===== config.mk =====
export PLATFORM = sky130hd
export DESIGN_NAME = countdown_timer_mmss_display
export DESIGN_NICKNAME = d
export VERILOG_FILES = /design/src/rtl/cdt_mmss_pkg.sv /design/src/rtl/countdown_timer_mmss_display.sv
export SDC_FILE = /design/constraint.sdc
export NUM_CORES = 1
export LEC_CHECK = 0
export BUFFER_PORTS_ARGS = -buffer_cell sky130_fd_sc_hd__buf_2
export CAP_MARGIN = 20
export CORE_MARGIN = 2
export CORE_UTILIZATION = 44
export CTS_BUF_LIST = sky130_fd_sc_hd__clkbuf_2
export DETAILED_ROUTE_END_ITERATION = 6
export PLACE_DENSITY = 0.6
export SYNTH_ARGS = -nofsm -noshare
export SYNTH_HDL_FRONTEND = slang
export SYNTH_SLANG_ARGS = --single-unit

===== constraint.sdc =====
create_clock -name clk -period 6.15 [get_ports clk]
set_clock_uncertainty 0.15 [all_clocks]
set_input_delay 1.23 -clock clk [delete_from_list [all_inputs] [get_ports clk]]
set_output_delay 1.23 -clock clk [all_outputs]
set_load 0.01 [all_outputs]

===== src/rtl/cdt_mmss_pkg.sv =====
// ----------------------------------------------------------------------------
// cdt_mmss_pkg
// Shared types, constants and helper functions for the MM:SS countdown timer.
// ----------------------------------------------------------------------------
package cdt_mmss_pkg;

  // One input sample: tick flags and raw active-low button levels.
  typedef struct packed {
    logic ms_tick;
    logic scan_tick;
    logic btn_load_n;
    logic btn_inc_n;
    logic btn_go_n;
    logic btn_clear_n;
  } sample_t;

  // One display result.
  typedef struct packed {
    logic [7:0]  segments;
    logic [3:0]  digit_enable;
    logic [1:0]  mode;
    logic [12:0] remaining;
    logic [12:0] preset;
  } result_t;

  // Timer modes, one-hot inside the block.
  typedef enum logic [3:0] {
    ST_SET     = 4'b0001,
    ST_RUNNING = 4'b0010,
    ST_PAUSED  = 4'b0100,
    ST_DONE    = 4'b1000
  } state_t;

  // Mode codes as they appear on the result.
  localparam logic [1:0] MODE_SET_CODE     = 2'd0;
  localparam logic [1:0] MODE_RUNNING_CODE = 2'd1;
  localparam logic [1:0] MODE_PAUSED_CODE  = 2'd2;
  localparam logic [1:0] MODE_DONE_CODE    = 2'd3;

  // Configuration register indexes.
  localparam logic [1:0] CFG_TICKS_PER_SECOND = 2'd0;
  localparam logic [1:0] CFG_SET_STEP         = 2'd1;
  localparam logic [1:0] CFG_SET_LIMIT        = 2'd2;

  // Button bit positions in the pressed vector.
  localparam int BTN_LOAD  = 0;
  localparam int BTN_INC   = 1;
  localparam int BTN_GO    = 2;
  localparam int BTN_CLEAR = 3;

  // Reset values.
  localparam logic [15:0] TICKS_PER_SECOND_RST = 16'd1000;
  localparam logic [12:0] SET_STEP_RST         = 13'd10;
  localparam logic [12:0] SET_LIMIT_RST        = 13'd5999;
  localparam logic [12:0] SECONDS_RST          = 13'd60;

  // Reciprocal of 60: floor(r * 8739 / 2^19) equals r / 60 for any 13-bit r.
  localparam logic [13:0] MIN_RECIP = 14'd8739;
  localparam int          MIN_SHIFT = 19;

  // Reciprocal of 10: floor(v * 205 / 2^11) equals v / 10 for any 8-bit v.
  localparam logic [7:0] DEC_RECIP = 8'd205;
  localparam int         DEC_SHIFT = 11;

  localparam logic [7:0] DP_MASK = 8'h80;

  // Seven-segment pattern of one decimal digit, segment a in bit 0.
  function automatic logic [7:0] seven_seg(input logic [3:0] digit);
    logic [7:0] seg;
    case (digit)
      4'd0:    seg = 8'h3F;
      4'd1:    seg = 8'h06;
      4'd2:    seg = 8'h5B;
      4'd3:    seg = 8'h4F;
      4'd4:    seg = 8'h66;
      4'd5:    seg = 8'h6D;
      4'd6:    seg = 8'h7D;
      4'd7:    seg = 8'h07;
      4'd8:    seg = 8'h7F;
      4'd9:    seg = 8'h6F;
      default: seg = 8'h00;
    endcase
    return seg;
  endfunction

  // Encoded mode number of a one-hot state.
  function automatic logic [1:0] mode_code(input state_t st);
    logic [1:0] code;
    case (st)
      ST_SET:     code = MODE_SET_CODE;
      ST_RUNNING: code = MODE_RUNNING_CODE;
      ST_PAUSED:  code = MODE_PAUSED_CODE;
      ST_DONE:    code = MODE_DONE_CODE;
      default:    code = MODE_SET_CODE;
    endcase
    return code;
  endfunction

endpackage


===== src/rtl/countdown_timer_mmss_display.sv =====
// ----------------------------------------------------------------------------
// countdown_timer_mmss_display
// Countdown timer with button-driven mode machine and a multiplexed MM:SS
// seven-segment readout.
// ----------------------------------------------------------------------------
// A sample's result is registered through stages A, B, C and D in that order.
// Throughput: one sample per cycle while result_stall does not hold the pipeline; the
// mode machine updates in the accept cycle and the display path is a four-register pipeline behind it.
// Reset (rst, synchronous): timer returns to set mode with 60 s preset and
// remaining, configuration registers take their defaults, the pipeline empties.
module countdown_timer_mmss_display (
  input  logic                  clk,
  input  logic                  rst,
  input  logic                  sample_valid,
  output logic                  sample_stall,
  input  cdt_mmss_pkg::sample_t sample,
  output logic                  result_valid,
  input  logic                  result_stall,
  output cdt_mmss_pkg::result_t result,
  input  logic                  cfg_wr_en,
  input  logic [1:0]            cfg_index,
  input  logic [15:0]           cfg_data
);
  import cdt_mmss_pkg::*;

  // Snapshot of the timer taken after each sample.
  typedef struct packed {
    logic [1:0]  pos;
    logic [1:0]  mode;
    logic [12:0] remaining;
    logic [12:0] preset;
  } snap_t;

  // Configuration registers.
  logic [15:0] ticks_per_second;
  logic [12:0] set_step;
  logic [12:0] set_limit;

  // Timer state.
  state_t      mode_reg;
  logic [12:0] remaining_seconds;
  logic [12:0] preset_seconds;
  logic [15:0] ms_elapsed;
  logic [3:0]  previous_buttons;
  logic [1:0]  scan_position;

  // Next-state values.
  state_t      mode_next;
  logic [12:0] remaining_next;
  logic [12:0] preset_next;
  logic [15:0] ms_next;
  logic [1:0]  scan_next;
  logic [3:0]  buttons_now;
  logic [3:0]  pressed;
  logic [13:0] preset_sum;
  logic [16:0] ms_inc;
  logic [15:0] tick_limit;

  // Pipeline registers.
  logic        a_valid;
  snap_t       a_snap;
  logic        b_valid;
  snap_t       b_snap;
  logic [7:0]  b_min;
  logic        c_valid;
  snap_t       c_snap;
  logic [7:0]  c_val;

  // Pipeline control.
  logic        accept;
  logic        a_ready;
  logic        b_ready;
  logic        c_ready;
  logic        d_ready;

  // Display arithmetic.
  logic [26:0] min_prod;
  logic [12:0] min_x60;
  logic [12:0] sec_val;
  logic [15:0] dec_prod;
  logic [4:0]  dec_q;
  logic [4:0]  tens_digit;
  logic [7:0]  ones_val;
  logic [3:0]  digit;
  logic [7:0]  seg;

  // Handshake: each stage moves when the one after it has room.
  assign d_ready      = !result_valid || !result_stall;
  assign c_ready      = !c_valid || d_ready;
  assign b_ready      = !b_valid || c_ready;
  assign a_ready      = !a_valid || b_ready;
  assign sample_stall = !a_ready;
  assign accept       = sample_valid && a_ready;

  // Configuration writes; an index past the last register is ignored.
  always_ff @(posedge clk) begin
    if (rst) begin
      ticks_per_second <= TICKS_PER_SECOND_RST;
      set_step         <= SET_STEP_RST;
      set_limit        <= SET_LIMIT_RST;
    end else if (cfg_wr_en) begin
      case (cfg_index)
        CFG_TICKS_PER_SECOND: ticks_per_second <= cfg_data;
        CFG_SET_STEP:         set_step         <= cfg_data[12:0];
        CFG_SET_LIMIT:        set_limit        <= cfg_data[12:0];
        default:              ;
      endcase
    end
  end

  // Button presses in priority order, then tick counting.
  always_comb begin
    buttons_now    = ~{sample.btn_clear_n, sample.btn_go_n, sample.btn_inc_n,
                       sample.btn_load_n};
    pressed        = buttons_now & ~previous_buttons;
    mode_next      = mode_reg;
    remaining_next = remaining_seconds;
    preset_next    = preset_seconds;
    ms_next        = ms_elapsed;
    preset_sum     = {1'b0, preset_seconds} + {1'b0, set_step};
    tick_limit     = (ticks_per_second == 16'd0) ? 16'd1 : ticks_per_second;
    ms_inc         = {1'b0, ms_elapsed} + 17'd1;

    if (pressed[BTN_LOAD] && mode_next == ST_SET) begin
      remaining_next = preset_next;
    end

    if (pressed[BTN_INC] && mode_next == ST_SET) begin
      preset_next    = (preset_sum > {1'b0, set_limit}) ? set_step : preset_sum[12:0];
      remaining_next = preset_next;
    end

    if (pressed[BTN_GO]) begin
      case (mode_next)
        ST_SET: begin
          mode_next      = ST_RUNNING;
          remaining_next = preset_next;
          ms_next        = 16'd0;
        end
        ST_RUNNING: begin
          mode_next = ST_PAUSED;
        end
        ST_PAUSED: begin
          mode_next = ST_RUNNING;
          ms_next   = 16'd0;
        end
        default: begin
          mode_next      = ST_SET;
          remaining_next = preset_next;
        end
      endcase
    end

    if (pressed[BTN_CLEAR]) begin
      mode_next      = ST_SET;
      remaining_next = preset_next;
    end

    // A full second lowers the time, or ends the run once it is at zero.
    if (mode_next == ST_RUNNING && sample.ms_tick) begin
      ms_inc = {1'b0, ms_next} + 17'd1;
      if (ms_inc >= {1'b0, tick_limit}) begin
        ms_next = 16'd0;
        if (remaining_next != 13'd0) begin
          remaining_next = remaining_next - 13'd1;
        end else begin
          mode_next = ST_DONE;
        end
      end else begin
        ms_next = ms_inc[15:0];
      end
    end

    scan_next = sample.scan_tick ? scan_position + 2'd1 : scan_position;
  end

  // Timer state registers, updated once per accepted sample.
  always_ff @(posedge clk) begin
    if (rst) begin
      mode_reg          <= ST_SET;
      remaining_seconds <= SECONDS_RST;
      preset_seconds    <= SECONDS_RST;
      ms_elapsed        <= 16'd0;
      previous_buttons  <= 4'd0;
      scan_position     <= 2'd0;
    end else if (accept) begin
      mode_reg          <= mode_next;
      remaining_seconds <= remaining_next;
      preset_seconds    <= preset_next;
      ms_elapsed        <= ms_next;
      previous_buttons  <= buttons_now;
      scan_position     <= scan_next;
    end
  end

  // Stage A: snapshot of the new state and the digit position before the scan step.
  always_ff @(posedge clk) begin
    if (rst) begin
      a_valid <= 1'b0;
    end else if (a_ready) begin
      a_valid <= accept;
    end
  end

  always_ff @(posedge clk) begin
    if (accept) begin
      a_snap.pos       <= scan_position;
      a_snap.mode      <= mode_code(mode_next);
      a_snap.remaining <= remaining_next;
      a_snap.preset    <= preset_next;
    end
  end

  // Stage B: whole minutes by multiplying with the reciprocal of 60.
  assign min_prod = 27'(a_snap.remaining) * 27'(MIN_RECIP);

  always_ff @(posedge clk) begin
    if (rst) begin
      b_valid <= 1'b0;
    end else if (b_ready) begin
      b_valid <= a_valid;
    end
  end

  always_ff @(posedge clk) begin
    if (b_ready && a_valid) begin
      b_snap <= a_snap;
      b_min  <= min_prod[MIN_SHIFT+7:MIN_SHIFT];
    end
  end

  // Stage C: seconds field, and the pair of digits that the position selects.
  assign min_x60 = ({5'd0, b_min} << 6) - ({5'd0, b_min} << 2);
  assign sec_val = b_snap.remaining - min_x60;

  always_ff @(posedge clk) begin
    if (rst) begin
      c_valid <= 1'b0;
    end else if (c_ready) begin
      c_valid <= b_valid;
    end
  end

  always_ff @(posedge clk) begin
    if (c_ready && b_valid) begin
      c_snap <= b_snap;
      c_val  <= b_snap.pos[1] ? sec_val[7:0] : b_min;
    end
  end

  // Stage D: split into tens and ones, then look up the segment pattern.
  assign dec_prod   = 16'(c_val) * 16'(DEC_RECIP);
  assign dec_q      = dec_prod[DEC_SHIFT+4:DEC_SHIFT];
  assign tens_digit = (dec_q >= 5'd10) ? dec_q - 5'd10 : dec_q;
  assign ones_val   = c_val - ({3'd0, dec_q} << 3) - ({3'd0, dec_q} << 1);
  assign digit      = c_snap.pos[0] ? ones_val[3:0] : tens_digit[3:0];
  assign seg        = seven_seg(digit) | ((c_snap.pos == 2'd1) ? DP_MASK : 8'h00);

  always_ff @(posedge clk) begin
    if (rst) begin
      result_valid <= 1'b0;
    end else if (d_ready) begin
      result_valid <= c_valid;
    end
  end

  always_ff @(posedge clk) begin
    if (d_ready && c_valid) begin
      result.segments     <= seg;
      result.digit_enable <= 4'b0001 << c_snap.pos;
      result.mode         <= c_snap.mode;
      result.remaining    <= c_snap.remaining;
      result.preset       <= c_snap.preset;
    end
  end

endmodule


Word level (Yosys, flattened, before mapping)
Memory sizes are Yosys's and may differ from the RTL's.
Index checks and enable logic that the tools add are counted.
Word-level totals
  register bits: 244
  memory bits (read-only): 112
  input port bits: 29
  output and inout bits: 42
  memories: 1
Memory list
  (no name shown): words 16, bits a word 7, rd ports 1, clocked after Yosys merged registers in 0, write ports 0, line cdt_mmss_pkg.sv:70  | case (digit)
Cells by class
  add/subtract/negate cells: 9
  multipliers: 2
  order comparisons: 3
  eq/ne operators: 10
  shifts and indexed selects: 1
  muxes and demuxes: 26
  bitwise gates (word level): 4
  reduce and logical (&&, ||, !) cells: 26
Operators by type and width (count)
  $mux 13: 10
  $mux 16: 5
  $mux 4: 7
  $mul 13x14->27 const B: 1
  $add 16x1->17 const B: 1
  $ge 17x16->1: 1
  $logic_not 16->1: 1
  $mul 8x8->16 const B: 1
  $mux 8: 2
  $sub 8x8->8: 2
  $add 13x13->14: 1
  $gt 14x13->1: 1
  $reduce_bool 13->1: 1
  $sub 13x1->13 const B: 1
  $eq 4x2->1 const B: 3
  $eq 4x3->1 const B: 2
  $not 4->4: 2
  $or 8x8->8: 1
  $reduce_and 2->1: 4
  $sub 4x4->4: 2
  $logic_and 1x1->1: 7
  $logic_not 1->1: 6
  $pmux 2 s3: 1
  $pmux 3 s2: 1
  12 further kinds: 17

Logic depth before layout (Yosys ltp)
Gate-level depths: netlist of run 1.
  depth after elaboration: 14
  depth in mapped cells: 25
  gate-level depth less buffers: 24

Least setup slack after synthesis of run 1
Ideal clock, no wire load.
  kind: reg2reg
  start: register c_val[1]
  end: register result[36] (netlist bit), data pin
  library setup time: 0.278 ns
  arrival time: 5.248 ns
  data required time: 5.722 ns
  slack: 0.474 ns
  stages on the path, launching flop included: 22
  cell sequence: edfxtp_1 ha_1 inv_1 fa_1 fa_1 inv_1 fa_1 ha_1 a2111oi_0 nand2b_1 a21oi_1 or3_1 xnor2_1 inv_1 ha_1 a21o_1 and3_1 o31ai_2 inv_1 ha_1 mux2i_1 o22ai_1
On the way
  word-level cells in the longest chain between the ends: 6
  elaborated cells on any way between the ends: 9
  classes of those cells: add/sub (3); mul (1); order compare (1); mux (2); bitwise (1); memory (1)
Ends and longest elaborated chain
  start: declaration: line countdown_timer_mmss_display.sv:67  | logic [7:0] c_val;
  start signal: assignment: line countdown_timer_mmss_display.sv:247  | c_val <= b_snap.pos[1] ? sec_val[7:0] : b_min;
  $mul 8x8->16: line countdown_timer_mmss_display.sv:252  | assign dec_prod = 16'(c_val) * 16'(DEC_RECIP);
  $sub 4x4->4, or another cell as far along: line countdown_timer_mmss_display.sv:255  | assign ones_val = c_val - ({3'd0, dec_q} << 3) - ({3'd0, dec_q} << 1);
  $sub 4x4->4 / $mux 4 (equally long branches): line countdown_timer_mmss_display.sv:255, countdown_timer_mmss_display.sv:254
  $mux 4 *: line countdown_timer_mmss_display.sv:256  | assign digit = c_snap.pos[0] ? ones_val[3:0] : tens_digit[3:0];
  $mem_v2 16x7 *
  $or 8x8->8 *: line countdown_timer_mmss_display.sv:257  | assign seg = seven_seg(digit) | ((c_snap.pos == 2'd1) ? DP_MASK : 8'h00);
  named net seg[4]: line countdown_timer_mmss_display.sv:85  | logic [7:0] seg;
  end: declaration: line countdown_timer_mmss_display.sv:19  | output cdt_mmss_pkg::result_t result,
Mark *: on every way through the listed nets, which the timed path passes. The rest lies on a longest branch.
A chain may end at the register's enable or synchronous reset.

Final worst setup path of run 1
  start: register c_val[1]
  end: register result[34] (netlist bit), data pin
Same word-level chain as after synthesis.

==> impl_metrics.ini, run 1 <==
[status]
status = finished clean

[cts]
cts.path.max_buffers = 3
numCtsBuffers = 61
cts_htree_levels = 2
insertion_delay_ns = 0.86
hold_buffers = 0
cts-root-buf = clkbuf_2
cts_sinks = 244
post_cts_resized = 0
cts_setup_buffers = 0
cts_tree = done
clk_pin_slew_worst_paths_ns = 0.10

[setup_path]
arrival_ns = 6.22
r2r-end = result[34]
slowest_delay_ns = 0.54
crit_chain = ha_1 > inv_1 > fa_1 > fa_1 > inv_1 > fa_1 > ha_1 > o21a_1 > o21a_1 > nor3_1 > or3_1 > xnor2_1 > inv_1 > ha_1 > a21o_1 > and3_1 > o31ai_2 > buf_4 > ha_1 > inv_1 > o21ai_0 > o31ai_1
rr_worst_depth = 22
rrSetupSlack_ns = 0.38
cp-start-kind = flop
rr_startpoint = c_val[1]
worst-path-buf-inv = 5
worstSetupEndpointType = flop
critPathSlowestCell = fa_1
path_delay_family = adder cells
crit_type = flop to flop
crit_required_ns = 6.60
cp_max_fo = 7

[synth]
synth_area_sq_um = 14700
yosysMostFrequentCell = ha_1
ys_async_sr_fraction_pct = 0
synth_area_leaders = edfxtp_1, ha_1, dfxtp_1, fa_1, inv_1
postSynthCellCount = 1429
ys_ff_latch = 244
netlist_top_cells_count = ha_1, inv_1, edfxtp_1
yosys.area.top_type = edfxtp_1
syn_avg_cell_area_sq_um = 10.3
yosysUniqueCellTypes = 87
syn-num-nets = 1667
yosys_warnings = 0
synth-edff-count = 146
synth_ff_type = edfxtp_1
ys_seq_area_share_pct = 43.1
yosys.area.top_type_share_pct = 29.8

[sta]
rsz0062_at_grt = false
drv_slew = 0
setup_viol = 0
worstMarginPinSlew_ns = 0.967
fin_crit_sh_pct = 93.8
setup_tns_ns = 0
min_period_ns = 5.77
fmax_mhz = 173
slew_headroom_pct = 35.5
hold_viol_final = 0

[power]
power_leakage_nw = 7.27
swShare_pct = 35.9
p_per_area_nw_per_um2 = 298
power_w = 0.00484
netSwitchingPower_w = 0.00174
pwr-share-comb_pct = 38.2
pwr-share-seq_pct = 40.4
clkPwrFrac_pct = 21.4
p_int_w = 0.00310
irDropWorstVdd_uv = 148

[routing]
ant_nets = 0
viasPerCell = 5.20
drtPass1Iterations = 5
wl_per_cell_um = 15.5
dr.first_iter.drc_count = 458
vias = 10600
drc = 0
drt_wl_total_um = 31400

[final_layout]
regMostFlops = result
stdcell_count = 2032
drive_above_1_share_pct = 14.9
largest_reg_flops = 40
areaGrowthSynthToFinish_pct = 10.3
final_nets = 1778

[grt]
grt_pass1_vias = 10500
antenna_found_initial = 2
track_usage_pct = 18.0
met2_usage_pct = 29.5
grt.met3_usage_pct = 3.49
gr-total-overflow = 0
grt_first_pass_wirelength_um = 52100
grt_max_degree = 89
grt-busiest-layer = met2
grt_use_met1_pct = 23.9

[placement]
dp.cells = 1918
place_congestion = 0.912
dp_hpwl_um = 23700
portBuffers = 70

[floorplanning]
start_util_pct = 44.9
die_h_um = 187
core_sq_um = 32800
ios = 71
core.rowCount = 66
dieArea_sq_um = 34900
die_w_um = 187

[flow_run]
cap_violations = 0

[hold_path]
whs_endpoint = b_snap[26]
hold_depth = 0
hold_start = a_snap[26]
min_path_type = flop to flop
area by class of cell:
cell class,count,area (sq um)
Antenna cell,1,2.50
Clock buffer,90,450
Clock inverter,22,95.1
Fill cell,3098,16500
Inverter,162,608
Multi-Input combinational cell,979,7650
Sequential cell,244,6350
Tap cell,442,553
Timing Repair Buffer,92,536
worst max-delay path by stage:
stage | from | endpoint | cells past startpoint
after CTS | c_val[1] | result[35] | 20
final | c_val[1] | result[34] | 22
after global routing | preset_seconds[0] | a_snap[26] | 20
after global placement | c_val[1] | result[36] | 20
after floorplan | c_val[1] | result[36] | 21
after detailed placement | c_val[1] | result[35] | 20
power groups by stage:
stage | Combinational (W) | Sequential [W] | Clock (W)
6_report | 0.00185 | 0.00196 | 0.00104
2_1_floorplan | 0.00139 | 0.00197 | 0
5_1_grt | 0.00212 | 0.00197 | 0.00117
3_5_place_dp | 0.00180 | 0.00200 | 0
4_1_cts | 0.00182 | 0.00196 | 0.00108
3_3_place_gp | 0.00175 | 0.00199 | 0
stage by stage:
step	instance area [sq um]	setup WS (ns)	util [%]	hold slack, ns
floorplan	14700	0.474	-	0.250
global placement	15600	0.327	47.7	0.251
detailed placement	15600	0.197	47.7	0.255
CTS	16200	0.156	49.4	0.238
global route	16200	0.0206	49.5	0.271
finish	16200	0.381	49.5	0.249
layer usage:
layer	up-vias	routed length (um)
met5	-	11
met4	2	829
met3	63	1520
met2	250	14300
met1	4954	14700
li1	5289	-
logic make-up (layout without fill, tap and decap cells):
kind of cell | Yosys count | in the layout | share of synthesized area, %
other | 0 | 1 | 0
buffers and inverters | 206 | 366 | 5.39
flip-flops | 244 | 244 | 43.1
AO/OA/AOI/OAI | 288 | 288 | 13.6
multiplexers | 29 | 29 | 2.05
XOR/XNOR | 63 | 63 | 3.84
AND/OR/NAND/NOR | 390 | 390 | 12.7
adder cells (fa/ha/maj) | 209 | 209 | 19.4
cells in the final DEF (no fill, tap or decap), types with 15 or more instances in the layout:
master	n
buf_2	70
a211o_1	21
a22oi_1	15
a21oi_1	82
a21o_1	27
xnor2_1	39
nor2_1	116
buf_4	21
ha_1	177
fa_1	32
dfxtp_1	98
o21ai_0	39
inv_1	161
xor2_1	23
mux2i_1	19
nor3_1	16
edfxtp_1	146
nand2_1	141
clkbuf_2	90
clkinv_1	17
nand3_1	19
Note: power is estimated with default switching activity, not from simulation.
==> inputs of run 2 (changes only) <==
--- a/config.mk
+++ b/config.mk
@@ -7,2 +7,3 @@
 export LEC_CHECK = 0
+export ABC_CLOCK_PERIOD_IN_PS = 6150
 export BUFFER_PORTS_ARGS = -buffer_cell sky130_fd_sc_hd__buf_2
==> constraint.sdc (replaced) <==
create_clock -name clk -period 6.15 [get_ports clk]
set_clock_uncertainty 0.15 [all_clocks]
set_input_delay 0.3075 -clock clk [delete_from_list [all_inputs] [get_ports clk]]
set_output_delay 0.3075 -clock clk [all_outputs]
set_load 0.01 [all_outputs]
==> run 2 against run 1 <==
Compared with the run above: global-route usage increased by 0.93 points; setup slack worse by 0.018 ns; combinational power barely moved; critical path type unchanged; largest power group unchanged; highest routed layer is now met4.
==> impl_metrics.ini, run 2 (synthesis results as in run 1) <==
[status]
status = finished clean

[final_layout]
largest_reg_flops = 40
layout_common_cells = ha_1, inv_1, edfxtp_1, nand2_1, nor2_1
multiInputGateArea_sq_um = 7650
layout_commonest_cell = ha_1
seq_area_sq_um = 6350
fillCellCount = 3021
regMostFlops = result
areaGrowthSynthToFinish_pct = 15.9
final_nets = 1846
drive_above_1_share_pct = 14.9
fin_area_sq_um = 17100
fin_util_pct = 52.0

[sta]
fmax_mhz = 173
worstMarginPinSlew_ns = 1.06
setup_tns_ns = 0
rsz0062_at_grt = false
drv_slew = 0
finalWorstSetupSlack_ns = 0.363
hold_viol_final = 0
holdWs_ns = 0.106
fin_crit_sh_pct = 94.1
slew_headroom_pct = 29.1
min_period_ns = 5.79
setup_viol = 0

[placement]
placed_cell_area_sq_um = 15600
dp_hpwl_um = 23400
place_ws_ns = 0.159
portBuffers = 70
place_congestion = 0.907

[cts]
cts_htree_levels = 3
cts_sinks = 244
numCtsBuffers = 69
clk_pin_slew_worst_paths_ns = 0.11
cts_tree = done
insertion_delay_ns = 0.91
cts.path.max_buffers = 3
cts-root-buf = clkbuf_2

[routing]
wl_per_cell_um = 15.5
drtPass1Iterations = 5
dr.first_iter.drc_count = 505
drt_wl_total_um = 32500
drc = 0
vias = 10800
ant_nets = 0
viasPerCell = 5.15

[grt]
antenna_found_initial = 1
grt_pass1_vias = 10700
grt_first_pass_wirelength_um = 53600
gr-total-overflow = 0
track_usage_pct = 19.0
grt_max_degree = 77

[floorplanning]
die_h_um = 187
ios = 71
core.rowCount = 66
core_sq_um = 32800
start_util_pct = 44.9
die_w_um = 187
dieArea_sq_um = 34900

[setup_path]
crit_type = flop to flop
slowest_delay_ns = 0.54
cp_max_fo = 7
worstSetupEndpointType = flop
critPathSlowestCell = fa_1
crit_required_ns = 6.67
rrSetupSlack_ns = 0.36
cp-start-kind = flop
arrival_ns = 6.31
crit_chain = ha_1 > inv_1 > fa_1 > fa_1 > inv_1 > fa_1 > ha_1 > a2111oi_1 > nand2b_1 > a21oi_1 > or3_1 > xnor2_1 > inv_1 > ha_1 > a21o_1 > and3_1 > o31ai_2 > buf_4 > ha_1 > inv_1 > o21ai_0 > o31ai_1

[hold_path]
min_path_type = input pin to flop

[power]
power_leakage_nw = 7.61
p_per_area_nw_per_um2 = 305
irDropWorstVdd_uv = 140

[flow_run]
cap_violations = 0
==> run 2: layer usage <==
metal | track usage [%] | vias to the layer above | part of all wire [%]
met4 | 7.23 | 0 | 2.6
met1 | 24.7 | 5091 | 47
li1 | - | 5447 | -
met2 | 30.9 | 217 | 46
met5 | 0 | - | 0
met3 | 4.15 | 60 | 4.1
==> run 2: report_power, final <==
group | total, W | leakage [nW] | switching [W] | internal [W]
logic | 0.00185 | 4.91 | 0.00102 | 0.000827
clock network | 0.00140 | 0.535 | 0.000730 | 0.000672
registers | 0.00196 | 2.17 | 0.0000712 | 0.00189
total | 0.00521 | 7.61 | 0.00182 | 0.00338
==> run 2: timing repair <==
action                                 4_1_cts  5_1_grt
endpoints found under the hold margin      136        0
setup endpoints to repair                    0       12
setup buffers                                0        1
resized for setup                            0        6
hold buffers                                67        0
==> run 2: path summary, 6_finish.rpt <==
kind	start	endpoint	cells past startpoint
worst max-delay path	c_val[1]	result[34]	22
worst min-delay path	cfg_data[9]	set_step[9]	4
worst max register to register	c_val[1]	result[34]	22
worst min register to register	b_snap[23]	c_snap[23]	0
==> run 2: area by class of cell <==
class | instances | share of cell area, %
Multi-Input combinational cell | 979 | 44.9
Inverter | 162 | 3.56
Tap cell | 442 | 3.24
Antenna cell | 1 | 0.0147
Timing Repair Buffer | 152 | 6.67
Clock buffer | 91 | 2.67
Clock inverter | 30 | 1.78
Sequential cell | 244 | 37.2
==> run 2: stage by stage <==
| step | total power, W | cells |
|---|---|---|
| 2_1_floorplan | 0.00337 | 1429 |
| 3_3_place_gp | 0.00374 | 1910 |
| 3_5_place_dp | 0.00379 | 1911 |
| 4_1_cts | 0.00526 | 2099 |
| 5_1_grt | 0.00563 | 2101 |
| 6_report | 0.00521 | 2101 |
==> run 2: worst max-delay path, delay by kind of cell (launching register included) <==
family,cells,cell delay (ns)
compound gates,6,1.36
xor+xnor,1,0.17
fa+ha+maj,7,2.50
buf+inv,5,0.47
flops,1,0.46
simple gates,3,0.48
